`src/rtl/assert_macros.svh`:
```
// Assertion macros shared by the allocator RTL.
// No dependencies; included by files that check their own logic.
`ifndef ASSERT_MACROS_SVH
`define ASSERT_MACROS_SVH

// same-cycle implication, disabled while reset is low
`define PCPFL_ASSERT_IMP(lbl, ck, rn, ante, cons, msg) \
  lbl: assert property (@(posedge ck) disable iff (!rn) (ante) |-> (cons)) \
    else $error(msg);

// next-cycle implication, disabled while reset is low
`define PCPFL_ASSERT_NEXT(lbl, ck, rn, ante, cons, msg) \
  lbl: assert property (@(posedge ck) disable iff (!rn) (ante) |=> (cons)) \
    else $error(msg);

`endif

```
`src/rtl/pcpfl_pkg.sv`:
```
// Package for the per-CPU page free list allocator: sizes, codes and types.
// No dependencies; imported by pcpfl_alu, pcpfl_heads and the top level.
`default_nettype none

package pcpfl_pkg;

  localparam int CPU_COUNT  = 8;
  localparam int POOL_PAGES = 32768;
  localparam int PAGE_BYTES = 4096;

  localparam int ADDR_W    = 40;
  localparam int CPU_W     = 3;
  localparam int STATUS_W  = 2;
  localparam int CFG_IDX_W = 1;
  localparam int CPU_IDX_W = (CPU_COUNT > 1) ? $clog2(CPU_COUNT) : 1;
  localparam int PAGE_W    = $clog2(POOL_PAGES);
  localparam int OFFS_W    = $clog2(PAGE_BYTES);
  localparam int ALU_W     = ADDR_W + 2;
  localparam int LINK_W    = PAGE_W + 1;

  localparam logic [CPU_W:0]      CPU_LIM    = (CPU_W + 1)'(CPU_COUNT);
  localparam logic [ALU_W-1:0]    PAGE_M1    = ALU_W'(PAGE_BYTES - 1);
  localparam logic [ALU_W-1:0]    POOL_LIM   = ALU_W'(POOL_PAGES);
  localparam logic [ADDR_W-1:0]   LOWER_RST  = 40'h00_8000_0000;
  localparam logic [ADDR_W-1:0]   UPPER_RST  = 40'h00_8800_0000;

  typedef enum logic [STATUS_W-1:0] {
    ST_DONE   = 2'd0,
    ST_EMPTY  = 2'd1,
    ST_REJECT = 2'd2
  } status_t;

  typedef enum logic [CFG_IDX_W-1:0] {
    CFG_LOWER = 1'b0,
    CFG_UPPER = 1'b1
  } cfg_idx_t;

  typedef enum logic {
    ALU_ADD = 1'b0,
    ALU_SUB = 1'b1
  } alu_op_t;

  typedef struct packed {
    logic                 we;
    logic [CPU_IDX_W-1:0] idx;
    logic                 valid;
    logic [PAGE_W-1:0]    page;
  } head_wr_t;

  typedef struct packed {
    logic                 hit;
    logic [CPU_IDX_W-1:0] idx;
    logic [PAGE_W-1:0]    page;
  } head_rd_t;

endpackage

`default_nettype wire

```
`src/rtl/pcpfl_heads.sv`:
```
// Per-CPU list head registers with valid bits and the steal selection.
// Depends on pcpfl_pkg.
`default_nettype none

module pcpfl_heads (
  input  wire logic                        clk,
  input  wire logic                        rst_n,
  input  wire logic [pcpfl_pkg::CPU_W-1:0] cpu,
  input  wire logic                        own_only,
  input  wire pcpfl_pkg::head_wr_t         hw,
  output pcpfl_pkg::head_rd_t              hr
);
  import pcpfl_pkg::*;

  logic [CPU_COUNT-1:0] head_v_r;
  logic [PAGE_W-1:0]    head_pg_r [CPU_COUNT];
  logic                 cpu_ok;
  logic                 own_ok;
  logic                 low_hit;
  logic [CPU_IDX_W-1:0] own_idx;
  logic [CPU_IDX_W-1:0] low_idx;
  logic [CPU_IDX_W-1:0] pick;

  always_comb begin
    own_idx = cpu[CPU_IDX_W-1:0];
    cpu_ok  = {1'b0, cpu} < CPU_LIM;
    own_ok  = cpu_ok && head_v_r[own_idx];
    low_hit = 1'b0;
    low_idx = '0;
    for (int i = CPU_COUNT - 1; i >= 0; i--) begin
      if (head_v_r[i] && (CPU_W'(i) != cpu)) begin
        low_hit = 1'b1;
        low_idx = CPU_IDX_W'(i);
      end
    end
    pick    = (own_only || own_ok) ? own_idx : low_idx;
    hr.idx  = pick;
    hr.page = head_pg_r[pick];
    hr.hit  = own_only ? head_v_r[own_idx] : (own_ok || low_hit);
  end

  always_ff @(posedge clk) begin
    if (!rst_n) begin
      head_v_r <= '0;
    end else if (hw.we) begin
      head_v_r[hw.idx] <= hw.valid;
    end
  end

  always_ff @(posedge clk) begin
    if (hw.we) begin
      head_pg_r[hw.idx] <= hw.page;
    end
  end

endmodule

`default_nettype wire

```
`config.mk`:
```
export PLATFORM = sky130hd
export DESIGN_NAME = pcpfl_heads
export DESIGN_NICKNAME = d
export VERILOG_FILES = /design/src/rtl/assert_macros.svh /design/src/rtl/pcpfl_pkg.sv /design/src/rtl/pcpfl_heads.sv
export SDC_FILE = /design/constraint.sdc
export NUM_CORES = 1
export LEC_CHECK = 0
export ABC_CLOCK_PERIOD_IN_PS = 3650
export CORE_MARGIN = 2
export CORE_UTILIZATION = 30
export DETAILED_ROUTE_END_ITERATION = 10
export DONT_BUFFER_PORTS = 1
export SLEW_MARGIN = 15
export SYNTH_ARGS = -nofsm -noshare
export SYNTH_HDL_FRONTEND = slang
export SYNTH_SLANG_ARGS = --single-unit
```
`constraint.sdc`:
```
create_clock -name clk -period 3.65 [get_ports clk]
set_clock_uncertainty 0.2 [all_clocks]
set_input_delay 0.1825 -clock clk [delete_from_list [all_inputs] [get_ports clk]]
set_output_delay 0.1825 -clock clk [all_outputs]
set_load 0.1 [all_outputs]
```
==> results of run 1 <==
[kinds of logic after synthesis]
| family | Yosys count | share of synthesized area (%) |
|---|---|---|
| buffers and inverters | 21 | 3.281 |
| AOI/OAI and AO/OA | 36 | 4.590 |
| DFF | 128 | 66.70 |
| muxes | 111 | 20.58 |
| and+or+nand+nor | 48 | 4.856 |
[routing by layer]
layer  global-route usage (%)  vias up  part of all wire (%)  routed length (um)
met5                        0        -                     0                   0
met4                    5.000        0                   1.4                 161
met3                    4.484       15                   4.9                 576
met2                    21.26       71                    51                6003
met1                    14.51     1574                    42                4923
li1                         -     1471                     -                   -
[what timing repair did]
item	in CTS	in global routing
setup endpoints to repair	1	13
setup buffers	0	8
gates resized for setup	2	2
cloned	1	0
hold buffers	21	0
endpoints found under the hold margin	136	0
[worst max-delay path, cell delays in order (launching register included)]
cell,delay [ps]
dfxtp_1,350
mux2_4,280
o32a_1,340
a31oi_2,370
mux2_4,430
buf_12,200
mux2i_1,170
mux2i_1,80
mux2_2,320
buf_12,180
[layout by cell type (no fill, tap or decap), types with 2 or more instances in the layout]
master / Yosys / final
mux2_4: 1 / 2
buf_4: 9 / 22
nor4b_1: 3 / 3
mux4_2: 2 / 2
clkinv_2: 0 / 3
nor2b_1: 4 / 4
o32a_1: 2 / 2
nor3_1: 4 / 2
edfxtp_1: 120 / 120
clkbuf_16: 0 / 17
a21boi_0: 6 / 6
o211ai_1: 2 / 2
buf_12: 2 / 16
nand2b_1: 4 / 4
mux2_2: 15 / 15
inv_1: 3 / 3
a21oi_1: 4 / 3
nand2_1: 11 / 11
clkbuf_1: 1 / 2
o21ai_0: 11 / 10
nand3_1: 2 / 2
dlygate4sd3_1: 0 / 21
dfxtp_1: 8 / 8
clkinv_1: 0 / 4
mux2i_1: 92 / 92
bufinv_16: 0 / 2
nor2_1: 11 / 11
nor3_2: 0 / 2
[worst max-delay path by stage]
stage	to	cells after the start	startpoint
after detailed placement	hr[10]	9	head_v_r[4]
final	hr[7]	9	head_v_r[4]
after CTS	hr[7]	9	head_v_r[4]
after global placement	hr[6]	9	head_v_r[4]
after floorplan	hr[18]	6	cpu[1]
after global routing	hr[10]	9	head_v_r[4]
[stage by stage]
stage / hold WS, ps / total power, mW / worst slack, ps / area, sq um
2_1_floorplan: 81.37 / 2.184 / 190.4 / 5643
3_3_place_gp: 82.06 / 2.347 / 502.2 / 6208
3_5_place_dp: 81.96 / 2.353 / 431.3 / 6208
4_1_cts: 7.904 / 3.916 / 50.03 / 6972
5_1_grt: 11.44 / 4.026 / 10.55 / 7046
6_report: 17.72 / 3.891 / 135.8 / 7046
[power groups by stage]
stage	sequential, mW	clock (mW)	combinational [mW]
floorplan	1.69	0	0.490
global placement	1.70	0	0.651
detailed placement	1.70	0	0.655
CTS	1.67	1.55	0.697
global route	1.67	1.62	0.735
finish	1.67	1.52	0.703
[synthesized netlist by cell type (2+ instances only)]
cell type / n / area [sq um]
a21boi_0: 6 / 45.04
nor2_1: 11 / 41.29
o211ai_1: 2 / 15.01
buf_4: 9 / 67.56
dfxtp_1: 8 / 160.2
nor2b_1: 4 / 25.02
mux2_2: 15 / 168.9
nand3_1: 2 / 10.01
buf_2: 2 / 10.01
inv_1: 3 / 11.26
o21ai_0: 11 / 55.05
mux2i_1: 92 / 920.9
nand2b_1: 4 / 25.02
nor3_1: 4 / 20.02
nand2_1: 11 / 41.29
nor4b_1: 3 / 26.28
buf_8: 2 / 30.03
buf_6: 2 / 22.52
mux4_2: 2 / 45.04
buf_12: 2 / 40.04
o32a_1: 2 / 20.02
a21oi_1: 4 / 20.02
edfxtp_1: 120 / 3603
[registers in the layout, indices dropped and copies added (netlist names)]
name and count:
head_pg_r 120, head_v_r 8
[cell type report]
class	count	area (sq um)	area share (%)
clock buffer	19	432.9	6.145
clock inverter	10	97.59	1.385
inverter	3	11.26	0.1598
multi-input combinational	196	1752	24.86
sequential	128	3764	53.42
tap	234	292.8	4.156
timing repair buffer	59	695.7	9.874
==> results.json, run 1 <==
{
  "wl_um": 11660,
  "power_density_nw_per_um2": 552.2,
  "clkPwrFrac_pct": 39.0,
  "path_class": "flop to primary output",
  "synthFlopType": "edfxtp_1",
  "max_freq_mhz": 284.6,
  "diodes": 0,
  "grt_usage_pct": 12.54,
  "die_h_um": 141.2,
  "final_util_pct": 37.92,
  "endpoint_kind": "primary output",
  "initial_utilization_pct": 30.37,
  "vias": 3131,
  "drv_slew": 0,
  "status": "completed",
  "leakage_nw": 2.457,
  "worstPathArrival_ps": 3130,
  "fp.dieW_um": 141.2,
  "post-route-min-period_ps": 3514,
  "port_buffers": 0,
  "first_pass_iters": 4,
  "clk_pin_slew_ps": 50,
  "layout-drive-gt1-share_pct": 22.17,
  "yosysSeqAreaShare_pct": 66.70,
  "syn_avg_cell_area_sq_um": 16.40,
  "fillerInstances": 1690,
  "via_per_inst": 4.824,
  "ant_nets": 0,
  "min_to": "head_pg_r[0][2]",
  "maxCapViolations": 0,
  "pwr-share-seq_pct": 42.9,
  "fin_setup_tns_ps": 0,
  "grt_pass1_wl_um": 18390,
  "cts_buffers": 17,
  "finalHoldViolations": 0,
  "clockRootBuffer": "clkbuf_16",
  "nets": 431,
  "rsz0062_at_grt": "false",
  "post_synth_num_cell_types": 46,
  "rr_endpoint": "head_v_r[0]",
  "yosysWarnings": 0,
  "antenna_found_initial": 0,
  "ir_drop_uv": 291.3,
  "internal_power_mw": 2.896,
  "required_ps": 3270,
  "cp_max_fo": 21,
  "clock_sinks": 128,
  "slew_headroom_pct": 45.19,
  "fin_cells": 649,
  "hp-start": "hw[18]",
  "ys_async_sr_fraction_pct": 0,
  "drc": 0,
  "clk_path_buf_depth": 2,
  "syn_to_final_growth_pct": 24.86,
  "synth_seq_cells": 128,
  "drtIter0Drc": 155,
  "r2r_slack_ps": 2250,
  "holdPathStages": 2,
  "timing.rr.start": "head_v_r[0]",
  "wl_per_cell_um": 17.97,
  "htreeDepth": 4,
  "ff2ff_path_depth": 3,
  "cts_tree": "done",
  "grt_overflow_total": 0,
  "post-route-period-util_pct": 96.28,
  "p_comb_share_pct": 18.1,
  "clk_latency_ps": 400,
  "ioPinCount": 45,
  "finalSetupViolations": 0,
  "grt_max_degree": 30,
  "switchingPower_mw": 0.9946,
  "synth_edf_count": 120,
  "grt_pass1_vias": 3259,
  "synth_nets": 370,
  "syn_area_sq_um": 5643,
  "rows": 50,
  "synth_cells": 344,
  "hpwl_um": 6877,
  "startpoint_type": "flop",
  "place_congestion": 0.7770,
  "core_area_sq_um": 18580,
  "worst_pin_slew_ps": 821.2,
  "p_sw_share_pct": 25.56,
  "hold_path.class": "input port to flop",
  "place_inst": 590,
  "die_area_sq_um": 19920
}
No activity file was read; power rests on OpenSTA's default activity.
==> run 2: changes to the inputs <==
--- a/config.mk
+++ b/config.mk
@@ -7,9 +7,10 @@
 export LEC_CHECK = 0
 export ABC_CLOCK_PERIOD_IN_PS = 3650
 export CORE_MARGIN = 2
-export CORE_UTILIZATION = 30
+export CORE_UTILIZATION = 55
 export DETAILED_ROUTE_END_ITERATION = 10
 export DONT_BUFFER_PORTS = 1
+export PLACE_DENSITY = 0.7
 export SLEW_MARGIN = 15
 export SYNTH_ARGS = -nofsm -noshare
 export SYNTH_HDL_FRONTEND = slang
==> run 2 against run 1 <==
Flip-flop and latch count unchanged. Critical path depth unchanged. Highest routed layer unchanged. Die area down 44%. Critical path type unchanged. Combinational power about the same. First-iteration DRC count rose by 25%. Largest cell class unchanged. Cell count is 15% lower.
==> results.json, run 2 (same netlist as run 1, synthesis figures left out) <==
{
  "status": "completed",
  "post-route-period-util_pct": 96.54,
  "worst_pin_slew_ps": 818.7,
  "ff2ff_path_depth": 3,
  "syn_to_final_growth_pct": 23.57,
  "holdPathStages": 3,
  "clk_pin_slew_ps": 60,
  "multi_input_area_sq_um": 1753,
  "whs_ps": 23.80,
  "clock_sinks": 128,
  "drtIter0Drc": 193,
  "cp_max_fo": 8,
  "rsz0062_at_grt": "false",
  "fin_setup_tns_ps": 0,
  "fp.dieW_um": 105.3,
  "final_common_cell": "edfxtp_1",
  "seq_area_sq_um": 3764,
  "finalHoldViolations": 0,
  "hpwl_um": 6133,
  "largest_reg_flops": 120,
  "most-common-layout-cells": "edfxtp_1 (120), mux2i_1 (92), dlygate4sd3_1 (25)",
  "antenna_found_initial": 0,
  "htreeDepth": 4,
  "maxCapViolations": 0,
  "grt_usage_pct": 21.31,
  "final_util_pct": 70.69,
  "vias": 3187,
  "top_register": "head_pg_r",
  "reg.largest.list": "head_pg_r x120, head_v_r x8",
  "ir_drop_uv": 396.0,
  "post-route-min-period_ps": 3524,
  "power_density_nw_per_um2": 564.1,
  "clockRootBuffer": "clkbuf_8",
  "grt_pass1_wl_um": 17460,
  "leakage_nw": 2.476,
  "port_buffers": 0,
  "nets": 431,
  "startpoint_type": "flop",
  "cts_tree": "done",
  "slew_headroom_pct": 45.36,
  "ant_nets": 0,
  "diodes": 0,
  "grt_overflow_total": 0,
  "drc": 0,
  "die_area_sq_um": 11090,
  "wl_per_cell_um": 20.07,
  "finalSetupViolations": 0,
  "ioPinCount": 45,
  "via_per_inst": 5.784,
  "core_area_sq_um": 9864,
  "layout-drive-gt1-share_pct": 22.49,
  "rows": 36,
  "hold_path.class": "input port to flop",
  "initial_utilization_pct": 57.20,
  "fillerInstances": 607,
  "grt_pass1_vias": 3220,
  "max_freq_mhz": 283.8,
  "design_area_sq_um": 6973,
  "drv_slew": 0,
  "worstPathArrival_ps": 3140,
  "clk_path_buf_depth": 2,
  "grt_max_degree": 22,
  "wl_um": 11060,
  "path_class": "flop to primary output",
  "endpoint_kind": "primary output",
  "clk_latency_ps": 510,
  "place_congestion": 0.7872,
  "cts_buffers": 17,
  "first_pass_iters": 4,
  "placed_cell_area_sq_um": 6095,
  "die_h_um": 105.3,
  "required_ps": 3270
}
run 2: timing repair:
item,in CTS,in global routing
gates cloned,1,0
setup endpoints to repair,10,14
endpoints found under the hold margin,158,0
gates resized for setup,1,3
hold buffers,25,0
setup buffers,2,2
pin swaps,0,1
run 2: worst max-delay path, cell delays in order, from the launching register on:
cell and delay (ps):
dfxtp_1 360, mux2_4 280, o32a_1 360, a31oi_4 270, mux2_4 380, buf_4 210, mux2i_1 180, mux2i_1 120
mux2_2 300, buf_12 170
run 2: path summary, 6_finish.rpt:
kind         slack (ps)           to         from
max                 130        hr[1]  head_v_r[4]
min                  20  head_v_r[4]       hw[16]
max reg2reg        2140  head_v_r[5]  head_v_r[5]
min reg2reg         360  head_v_r[4]  head_v_r[4]
run 2: per-stage QoR:
stage | cells | total power [mW] | setup WS [ps]
detailed placement | 489 | 2.352 | 488.3
CTS | 549 | 3.952 | 28.78
finish | 551 | 3.933 | 126.2
global placement | 489 | 2.344 | 564.5
floorplan | 344 | 2.184 | 190.4
global route | 551 | 4.049 | 6.630
run 2: per-layer routing:
metal  vias to the layer above  track usage, %  routed length (um)
met4                         0           9.143                 238
met5                         -               0                   0
met3                        22           4.886                 405
met2                        66           35.44                5647
met1                      1621           26.90                4769
li1                       1478               -                   -
run 2: final cells by class:
class                      instances  share of cell area [%]
multi-input combinational        196                   25.14
clock buffer                      18                   5.993
sequential                       128                   53.97
clock inverter                    14                   2.046
inverter                           3                  0.1615
tap                              133                   2.387
timing repair buffer              59                   10.30
run 2: where the power goes:
| part | internal, mW | leakage [nW] | switching, mW |
|---|---|---|---|
| Clock | 0.967 | 0.272 | 0.595 |
| Sequential | 1.65 | 1.15 | 0.0133 |
| Combinational | 0.265 | 1.05 | 0.439 |
