`config.mk`:
```
export PLATFORM = sky130hd
export DESIGN_NAME = pcpfl_alu
export DESIGN_NICKNAME = d
export VERILOG_FILES = /design/src/rtl/assert_macros.svh /design/src/rtl/pcpfl_pkg.sv /design/src/rtl/pcpfl_alu.sv
export SDC_FILE = /design/constraint.sdc
export NUM_CORES = 1
export LEC_CHECK = 0
export BUFFER_PORTS_ARGS = -buffer_cell sky130_fd_sc_hd__buf_2
export CAP_MARGIN = 10
export CORE_MARGIN = 5
export CORE_UTILIZATION = 40
export DETAILED_ROUTE_END_ITERATION = 8
export PLACE_DENSITY = 0.81
export SYNTH_ARGS = -nofsm -noshare
export SYNTH_HDL_FRONTEND = slang
export SYNTH_SLANG_ARGS = --single-unit
```
`constraint.sdc`:
```
create_clock -name vclk -period 4.7
set_input_delay 0.705 -clock vclk [all_inputs]
set_output_delay 0.705 -clock vclk [all_outputs]
set_load 0.05 [all_outputs]
```
`src/rtl/assert_macros.svh`:
```
// Assertion macros shared by the allocator RTL.
// No dependencies; included by files that check their own logic.
`ifndef ASSERT_MACROS_SVH
`define ASSERT_MACROS_SVH

// same-cycle implication, disabled while reset is low
`define PCPFL_ASSERT_IMP(lbl, ck, rn, ante, cons, msg) \
  lbl: assert property (@(posedge ck) disable iff (!rn) (ante) |-> (cons)) \
    else $error(msg);

// next-cycle implication, disabled while reset is low
`define PCPFL_ASSERT_NEXT(lbl, ck, rn, ante, cons, msg) \
  lbl: assert property (@(posedge ck) disable iff (!rn) (ante) |=> (cons)) \
    else $error(msg);

`endif

```
`src/rtl/pcpfl_pkg.sv`:
```
// Package for the per-CPU page free list allocator: sizes, codes and types.
// No dependencies; imported by pcpfl_alu, pcpfl_heads and the top level.
`default_nettype none

package pcpfl_pkg;

  localparam int CPU_COUNT  = 8;
  localparam int POOL_PAGES = 32768;
  localparam int PAGE_BYTES = 4096;

  localparam int ADDR_W    = 40;
  localparam int CPU_W     = 3;
  localparam int STATUS_W  = 2;
  localparam int CFG_IDX_W = 1;
  localparam int CPU_IDX_W = (CPU_COUNT > 1) ? $clog2(CPU_COUNT) : 1;
  localparam int PAGE_W    = $clog2(POOL_PAGES);
  localparam int OFFS_W    = $clog2(PAGE_BYTES);
  localparam int ALU_W     = ADDR_W + 2;
  localparam int LINK_W    = PAGE_W + 1;

  localparam logic [CPU_W:0]      CPU_LIM    = (CPU_W + 1)'(CPU_COUNT);
  localparam logic [ALU_W-1:0]    PAGE_M1    = ALU_W'(PAGE_BYTES - 1);
  localparam logic [ALU_W-1:0]    POOL_LIM   = ALU_W'(POOL_PAGES);
  localparam logic [ADDR_W-1:0]   LOWER_RST  = 40'h00_8000_0000;
  localparam logic [ADDR_W-1:0]   UPPER_RST  = 40'h00_8800_0000;

  typedef enum logic [STATUS_W-1:0] {
    ST_DONE   = 2'd0,
    ST_EMPTY  = 2'd1,
    ST_REJECT = 2'd2
  } status_t;

  typedef enum logic [CFG_IDX_W-1:0] {
    CFG_LOWER = 1'b0,
    CFG_UPPER = 1'b1
  } cfg_idx_t;

  typedef enum logic {
    ALU_ADD = 1'b0,
    ALU_SUB = 1'b1
  } alu_op_t;

  typedef struct packed {
    logic                 we;
    logic [CPU_IDX_W-1:0] idx;
    logic                 valid;
    logic [PAGE_W-1:0]    page;
  } head_wr_t;

  typedef struct packed {
    logic                 hit;
    logic [CPU_IDX_W-1:0] idx;
    logic [PAGE_W-1:0]    page;
  } head_rd_t;

endpackage

`default_nettype wire

```
`src/rtl/pcpfl_alu.sv`:
```
// Shared add/subtract unit used by the sequencer for every address step.
// Depends on pcpfl_pkg.
`default_nettype none

module pcpfl_alu (
  input  wire logic [pcpfl_pkg::ALU_W-1:0] a,
  input  wire logic [pcpfl_pkg::ALU_W-1:0] b,
  input  wire pcpfl_pkg::alu_op_t          op,
  output logic      [pcpfl_pkg::ALU_W-1:0] y
);
  import pcpfl_pkg::*;

  always_comb begin
    unique case (op)
      ALU_ADD: y = a + b;
      ALU_SUB: y = a - b;
      default: y = a + b;
    endcase
  end

endmodule

`default_nettype wire

```
==> summary.txt, run 1 <==
Synth
  – Post-Syn Area: 3197 um2
  – Mapped Nets: 606
  – YS warnings: 0
  – Unique masters post-synth: 50
  – Seq/Total Area, Yosys: 0%
  – Post-Synthesis Cells: 478
  – Synth Area per Inst: 6.688 um2

Die
  – Die height: 99.40 um
  – Die X-Extent: about 100 um
  – # IOs: 127
  – Die area: slightly below 10,000 um2
  – Cell row count: 32
  – Initial core utilization: 41.16%
  – Core area: 7767 um2

Global routing
  – First-pass GRT wire length: about 23,000 um
  – Grt total ovfl: 0
  – Initial antenna violation count: 1
  – Pin count of the biggest net entering global routing: 24
  – Number of global-route vias before repair: 5,030
  – Global Route Usage Sum: 28.23%

Timing
  – Period utilization: 110.1%
  – Fin. Hold Viols: 0
  – Max frequency: 0.1933 GHz
  – Setup TNS: -5004 ps
  – RSZ-0062 raised after global routing: yes
  – Final max-slew violation count: 0
  – Period minus WS final: 5174 ps
  – Worst Tran Pin Value: 459.7 ps
  – Setup-failing EPs final: 21
  – PnR worst setup slack: -474.1 ps
  – Max_slew headroom: about 70%

Finish
  – Diodes inserted: 0
  – Num sequential: 0
  – Fraction of layout cells with a size suffix above 1: 56.74%
  – Final net count: 909
  – Seq. cell area: 0 um2
  – Final Non-Filler Cells: 881
  – Multi-input logic area: 3857 um2
  – Clock Buffer Count: 0
  – Commonest non-fill, non-tap cells in the layout: buf_4 (180), buf_2 (99), xnor2_1 (51)
  – Final Cell Area: around 6400 um2
  – Area grow syn2layout: 99.10%
  – Fill cells: ~470
  – Most common cell after layout, fill and taps aside: buf_4

Power
  – Leakage: 0.003044 uW
  – PnR Total Power: 1873 uW
  – Maximum VDD drop: ~0.20 mV
  – Pwr/cell area: a little under 300 nW/um2

Setup path
  – Critical path class: input pin to output port
  – Critical path endpoint category: output port
  – Crit Path Max Fanout: 4
  – Origin of the worst setup path: b[11]
  – Worst Path Required: 3990 ps
  – Arr. time, crit path: between 4000 and 5000 ps
  – Crit start category: input pin

Placed design
  – DP HPWL: 11,010 um
  – Pre-CTS setup slack: -601.9 ps
  – DP Cell Count: 849
  – Port Buf Inserts: 127
  – Placement Cell Area: 5321 um2
  – Routability cong.: 1.050

Routing
  – Via count: between 5,000 and 6,000
  – Total Wirelength: 16,520 um
  – DR vias/cell: 5.866
  – ANT nets after route: 0
  – Detailed router's first-iteration violation count: ~280
  – DR pass1 iterations: 5
  – Drt wl/cell: 18.75 um
  – DRC viols: 0

Run
  – Max Cap Viol: 0

Worst hold path
  – Hold_sp: a[0]
  – HP Class: input pin to output port

Outcome
  – Status: finished with violations
  – Failing checks: negative setup slack

CTS
  – CTS Hold Bufs: 0
area by class of cell:
| type | instances | area share, % |
|---|---|---|
| repair buffers | 320 | 36.21 |
| multi-input cells | 439 | 60.61 |
| inverters | 20 | 1.179 |
| well taps | 102 | 2.005 |
per-layer routing:
layer | share of wire [%] | GRT usage [%] | up-vias | routed length (um)
li1 | - | - | 2338 | -
met1 | 37 | 32.89 | 2407 | 6103
met2 | 50 | 52.43 | 314 | 8202
met3 | 6.8 | 3.015 | 107 | 1131
met4 | 6.5 | 10.92 | 2 | 1072
met5 | 0.067 | 0 | - | 11
Yosys cell counts, types with 2 or more instances:
cell      count  area (um2)
a21boi_0      3       22.52
a21o_1       20       150.1
a21oi_1      74       370.4
a31oi_1       5       31.28
clkbuf_1     18       67.56
ha_1         42       525.5
inv_1        20       75.07
nand2_1      30       112.6
nand2b_1     10       62.56
nand3_1      13       65.06
nand4_1      10       62.56
nor2_1       47       176.4
nor2b_1       3       18.77
nor3_1       12       60.06
nor3b_1       2       15.01
nor4_1        7       43.79
nor4_4        2       42.54
o211ai_1      6       45.04
o21a_1        4       30.03
o21ai_0      29       145.1
o21ai_1       3       15.01
o21bai_1      6       45.04
o31ai_1       2       15.01
o41ai_1       2       17.52
or2_2         2       12.51
or3_1         2       12.51
or4_1         2       15.01
xnor2_1      62       543.0
xor2_1       19       166.4
metrics by stage:
| step | hold slack, ps | utilization (%) |
|---|---|---|
| CTS | 1914 | 75.63 |
| global placement | 1891 | 68.51 |
| detailed placement | 1912 | 68.51 |
| floorplan | 1691 | - |
| global route | 1947 | 81.94 |
| finish | 1909 | 81.94 |
worst max-delay path, cell delays in order:
cell and delay (ps):
buf_2 100, nor3_1 240, nand2b_1 180, nor4_4 200
and4b_4 290, buf_6 110, a21oi_2 60, xnor2_1 190
ha_2 350, a21oi_4 230, o21ai_4 110, o21ba_4 200
o211ai_1 210, a31oi_2 80, buf_4 160, a221oi_2 200
buf_4 200, o41ai_4 70, a21oi_2 250, xnor2_4 160
buf_8 170
final timing paths:
path / slack, ps / cells past startpoint / end
min: 1910 / 5 / y[0]
max: -470 / 21 / y[38]
power breakdown:
part	internal [uW]	switching [uW]
combinational	767	1110
sequential	0	0
clock	0	0
total	767	1110
what timing repair did:
| action | 4_1_cts | 5_1_grt |
|---|---|---|
| setup endpoints to repair | 20 | 26 |
| setup buffers | 21 | 18 |
| pin swaps | 42 | 45 |
| resized for setup | 116 | 89 |
kinds of logic after synthesis:
logic type	Yosys count	share of synthesized area (%)
xor+xnor	81	22.19
compound gates	163	31.12
buf+inv	39	4.618
fa+ha+maj	43	17.06
simple gates	151	24.70
mux	1	0.3131
No activity file was read; power rests on OpenSTA's default activity.
==> run 2: changes to the inputs <==
--- a/config.mk
+++ b/config.mk
@@ -8,9 +8,10 @@
 export BUFFER_PORTS_ARGS = -buffer_cell sky130_fd_sc_hd__buf_2
 export CAP_MARGIN = 10
 export CORE_MARGIN = 5
-export CORE_UTILIZATION = 40
+export CORE_UTILIZATION = 47
 export DETAILED_ROUTE_END_ITERATION = 8
-export PLACE_DENSITY = 0.81
+export GPL_ROUTABILITY_DRIVEN = 0
+export PLACE_DENSITY = 0.91
 export SYNTH_ARGS = -nofsm -noshare
 export SYNTH_HDL_FRONTEND = slang
 export SYNTH_SLANG_ARGS = --single-unit
==> summary.txt, run 2 (same netlist as run 1, synthesis figures left out) <==
Setup path
  – Critical path class: input pin to output port
  – Critical path endpoint category: output port
  – Crit start category: input pin
  – Crit Path Max Fanout: 5
  – Worst Path Required: 3990 ps
  – Origin of the worst setup path: b[1]
  – Arr. time, crit path: 5520 ps

Routing
  – Drt wl/cell: 29.51 um
  – Detailed router's first-iteration violation count: 1,196
  – DRC viols: 185
  – Via count: 6,213
  – DR vias/cell: 7.353
  – ANT nets after route: 0
  – DR pass1 iterations: 9
  – Total Wirelength: around 25,000 um

Die
  – Core area: 6719 um2
  – Die X-Extent: 92.47 um
  – # IOs: between 100 and 150
  – Die area: 8551 um2
  – Cell row count: 30
  – Die height: 92.47 um
  – Initial core utilization: between 40% and 50%

Finish
  – Commonest non-fill, non-tap cells in the layout: buf_4 (168), buf_2 (101), xnor2_1 (45)
  – Final net count: 895
  – Most common cell after layout, fill and taps aside: buf_4
  – Diodes inserted: 0
  – Clock Buffer Count: 0
  – Num sequential: 0
  – Final Cell Area: approximately 6300 um2
  – Multi-input logic area: 3919 um2
  – Seq. cell area: 0 um2
  – Fraction of layout cells with a size suffix above 1: 57.12%
  – Fill cells: 218
  – Area grow syn2layout: 96.32%

Timing
  – Setup-failing EPs final: 29
  – Fin. Hold Viols: 0
  – Final max-slew violation count: 0
  – Max frequency: 0.1606 GHz
  – Period minus WS final: 6227 ps
  – Period utilization: 132.5%
  – Worst Tran Pin Value: ~840 ps
  – PnR worst setup slack: -1527 ps
  – Setup TNS: -22,740 ps
  – Max_slew headroom: between 40% and 50%
  – RSZ-0062 raised after global routing: yes

Global routing
  – Pin count of the biggest net entering global routing: 25
  – Number of global-route vias before repair: 5,393
  – Grt total ovfl: 0
  – Global Route Usage Sum: 34.74%
  – Initial antenna violation count: 1
  – First-pass GRT wire length: 24,850 um

Placed design
  – DP HPWL: 11,260 um
  – Pre-CTS setup slack: -568.7 ps
  – Port Buf Inserts: 127
  – Placement Cell Area: 5151 um2

Outcome
  – Status: finished with violations
  – Failing checks: design-rule violations, negative setup slack

Worst hold path
  – Hold_sp: a[0]
  – HP Class: input pin to output port

Run
  – Max Cap Viol: 0

Power
  – Maximum VDD drop: 0.2756 mV
  – Leakage: between 0.003 and 0.004 uW
  – Pwr/cell area: 319.3 nW/um2
## run 2: path summary, 6_finish.rpt
path              endpoint  slack (ps)  cells after the start
hold / removal        y[0]        1960                      5
setup / recovery     y[34]       -1530                     19
## run 2: layer usage
metal,vias to the layer above,wire length [um],track usage [%]
met1,2718,7308,37.88
met5,-,57,0
li1,2306,-,-
met4,4,3373,22.15
met3,399,4201,6.499
met2,786,9995,61.27
## run 2: critical path: stages
cell and delay [ps]:
buf_2 110, nor2_1 310, nand2_2 170, nor4_4 240, buf_4 170, buf_4 140
a31oi_1 120, xnor2_1 210, ha_1 300, a21oi_1 670, inv_1 200, a31oi_2 580
a31oi_2 220, buf_4 210, a221oi_4 410, o31ai_1 130, a21oi_1 270, xnor2_2 150
buf_6 180
## run 2: timing repair
action / CTS / global route
resized for setup: 81 / 122
hold buffers: 0 / 0
endpoints found under the setup margin: 21 / 27
pin swaps: 21 / 62
setup buffers: 17 / 29
gates cloned: 0 / 0
## run 2: cell type report
class                           count  share of cell area, %
Multi-Input combinational cell    439                  62.44
Timing Repair Buffer              306                  34.73
Tap cell                           80                  1.595
Inverter                           20                  1.236
## run 2: through the flow
stage	total power, uW	hold WS [ps]	std cells	util [%]
final	2004	1962	845	93.41
after global routing	2054	1981	845	93.41
after CTS	1611	1921	824	82.81
after detailed placement	1475	1924	808	76.67
after global placement	1424	1891	808	76.67
after floorplan	988.5	1691	478	-
## run 2: report_power, final
part / internal (uW) / leakage (uW) / total [uW] / switching, uW
clock network: 0 / 0 / 0 / 0
logic: 751 / 0.00302 / 2000 / 1250
registers: 0 / 0 / 0 / 0
total: 751 / 0.00302 / 2000 / 1250
==> run 3: changes to the inputs <==
--- a/config.mk
+++ b/config.mk
@@ -7,7 +7,6 @@
 export LEC_CHECK = 0
 export BUFFER_PORTS_ARGS = -buffer_cell sky130_fd_sc_hd__buf_2
 export CAP_MARGIN = 10
-export CORE_MARGIN = 5
 export CORE_UTILIZATION = 47
 export DETAILED_ROUTE_END_ITERATION = 8
 export GPL_ROUTABILITY_DRIVEN = 0
==> summary.txt, run 3 <==
Synth
  – Seq/Total Area, Yosys: 0%
  – Synth area leader: xnor2_1
  – Post-Syn Area: 3197 um2
  – Share of the synthesized area in the top cell type: 16.99%
  – Synth area leaders: xnor2_1 (17%), ha_1 (16%), a21oi_1 (12%)
  – Cell with the most instances after synthesis: a21oi_1
  – Unique masters post-synth: 50
  – Post-Synthesis Cells: 478
  – Mapped Nets: slightly above 600
  – Synth top cells by count: a21oi_1 (74), xnor2_1 (62), nor2_1 (47)
  – Synth Area per Inst: 6.688 um2
  – YS warnings: 0

CTS
  – CTS Hold Bufs: 0

Die
  – Die X-Extent: 84.47 um
  – Initial core utilization: 49.50%
  – Cell row count: 29
  – # IOs: ~130
  – Die height: 84.47 um

Placed design
  – DP HPWL: between 10,000 and 15,000 um
  – Port Buf Inserts: 127

Outcome
  – Error msg: [ERROR DPL-0038] Utilization greater than 100%, impossible to legalize
  – Status: aborted with a tool error
  – Failed at: 5_1_grt

Timing
  – Worst ep type: top-level output
  – Worst_ep grt: y[38]

Global routing
  – Pin count of the biggest net entering global routing: 25
==> run 3: metrics by stage <==
stage          setup WS [ps]  cell area [um2]  hold WS (ps)  instances
2_1_floorplan         -227.0             3435          1691        478
3_3_place_gp          -539.4             5162          1890        807
3_5_place_dp          -661.6             5162          1932        807
4_1_cts               -278.6             5773          1932        831
==> run 3: timing repair <==
item / in CTS
setup buffers: 33
pin swaps: 59
resized for setup: 109
endpoints found under the setup margin: 23
hold endpoints to repair: 0
==> run 3: cell families after synthesis <==
logic type               after synthesis  synth area share [%]
XOR/XNOR                              81                 22.19
multiplexers                           1                0.3131
adder cells (fa/ha/maj)               43                 17.06
AO/OA/AOI/OAI                        163                 31.12
AND/OR/NAND/NOR                      151                 24.70
buffers and inverters                 39                 4.618
==> run 4: changes to the inputs <==
--- a/config.mk
+++ b/config.mk
@@ -7,10 +7,10 @@
 export LEC_CHECK = 0
 export BUFFER_PORTS_ARGS = -buffer_cell sky130_fd_sc_hd__buf_2
 export CAP_MARGIN = 10
-export CORE_UTILIZATION = 47
+export CORE_UTILIZATION = 40
 export DETAILED_ROUTE_END_ITERATION = 8
 export GPL_ROUTABILITY_DRIVEN = 0
-export PLACE_DENSITY = 0.91
+export PLACE_DENSITY_LB_ADDON = 0.15
 export SYNTH_ARGS = -nofsm -noshare
 export SYNTH_HDL_FRONTEND = slang
 export SYNTH_SLANG_ARGS = --single-unit
==> constraint.sdc (replaced) <==
create_clock -name vclk -period 6.1
set_input_delay 0.915 -clock vclk [all_inputs]
set_output_delay 0.915 -clock vclk [all_outputs]
set_load 0.05 [all_outputs]
==> summary.txt, run 4 (same netlist as run 1, synthesis figures left out) <==
Worst hold path
  – Hold_sp: b[0]
  – HP Class: input pin to output port
  – Hold endpoint: y[0]
  – Hold path depth: 4

Power
  – Maximum VDD drop: around 0.13 mV
  – Leakage: 0.001864 uW
  – Pwr/cell area: 233.5 nW/um2

Routing
  – Drt wl/cell: 14.05 um
  – Via count: between 3,000 and 4,000
  – DR vias/cell: 5.459
  – ANT nets after route: 0
  – Total Wirelength: 9739 um
  – DR pass1 iterations: 5
  – Detailed router's first-iteration violation count: 170
  – DRC viols: 0

Timing
  – Period minus WS final: between 5000 and 6000 ps
  – Worst Tran Pin Value: 617.6 ps
  – Setup-failing EPs final: 0
  – Final max-slew violation count: 0
  – Max frequency: 0.1743 GHz
  – RSZ-0062 raised after global routing: no
  – Setup TNS: 0 ps
  – Fin. Hold Viols: 0
  – Period utilization: a little over nine tenths
  – Max_slew headroom: ~59%
  – Hold WS: 2294 ps

Placed design
  – DP HPWL: 8356 um
  – Port Buf Inserts: ~130

Finish
  – Fraction of layout cells with a size suffix above 1: between 20 and 30%
  – Area grow syn2layout: 23.68%
  – Commonest non-fill, non-tap cells in the layout: buf_2 (125), a21oi_1 (74), xnor2_1 (62)
  – Final Core Density: about half
  – Seq. cell area: 0 um2
  – Final net count: between 700 and 800
  – Diodes inserted: 0
  – Num sequential: 0
  – Clock Buffer Count: 0
  – Most common cell after layout, fill and taps aside: buf_2

Setup path
  – CP max stage cell: ha_1
  – Arr. time, crit path: 4820 ps
  – Worst Path Required: 5180 ps
  – Critical path endpoint category: output port
  – Critical path class: input pin to output port
  – Crit path max-delay family: compound AO/OA/AOI/OAI gates
  – Max incr delay on CP: roughly 390 ps
  – Crit Path Max Fanout: 6
  – Buf/Inv on CP: 3
  – Crit start category: input pin
  – Crit-path cells: buf_2 > nor4_4 > nand2_2 > nor4_4 > and4b_4 > nor3b_4 > a21oi_1 > xnor2_1 > ha_1 > nand2_1 > o21ai_0 > o211ai_1 > a31oi_1 > a21oi_1 > o41ai_2 > buf_4 > o22ai_1 > xnor2_1 > clkbuf_4

Global routing
  – Global Route Usage Sum: 22.35%
  – Number of global-route vias before repair: about 3,400
  – Grt total ovfl: 0
  – Pin count of the biggest net entering global routing: 34
  – Initial antenna violation count: 0
  – First-pass GRT wire length: 15,740 um

Run
  – Max Cap Viol: 0

Die
  – Cell row count: 32
  – Core area: 7727 um2
  – Die area: 8354 um2
  – # IOs: 127
  – Die X-Extent: 91.40 um
  – Initial core utilization: between 40 and 50%
  – Die height: roughly 90 um

CTS
  – Resized cells post-CTS: 0
  – CTS Hold Bufs: 0
  – Post-CTS setup buffer count: 0

Outcome
  – Status: complete, no violations
run 4: worst max path at each step:
stage / start / slack [ps] / endpoint / cells after the start
CTS: b[5] / 120 / y[40] / 19
global route: b[5] / 20 / y[40] / 19
global placement: b[5] / 230 / y[40] / 19
detailed placement: b[5] / 160 / y[40] / 19
finish: b[5] / 360 / y[40] / 19
floorplan: b[5] / 260 / y[40] / 17
run 4: power by group:
| group | switching (uW) | total, uW | internal (uW) |
|---|---|---|---|
| clock network | 0 | 0 | 0 |
| logic | 647 | 923 | 276 |
| registers | 0 | 0 | 0 |
run 4: per-stage QoR:
stage          cell area (um2)  cells  setup slack [ps]  total power [uW]
6_report                  3954    693             364.1             923.4
5_1_grt                   3954    693             22.65             985.9
3_3_place_gp              3925    693             230.9             906.7
2_1_floorplan             3197    478             264.6             707.5
3_5_place_dp              3925    693             158.2             912.0
4_1_cts                   3925    693             122.7             915.2
run 4: cell type report:
type,count,area (um2)
timing repair buffer,132,678.2
multi-input combinational,439,3073
tap,102,127.6
inverter,20,75.07
fill,826,3774
run 4: worst min-delay path: cells and delay by family:
| kind | cells | cell delay (ps) |
|---|---|---|
| adder cells (fa/ha/maj) | 1 | 120 |
| buffers and inverters | 3 | 340 |
run 4: metal layers:
metal | global-route usage (%) | share of wire [%] | vias up
met5 | 0 | 0 | -
met4 | 1.058 | 0.40 | 0
met3 | 1.675 | 6.0 | 4
met2 | 38.53 | 46 | 125
met1 | 31.55 | 47 | 1701
li1 | - | - | 1953
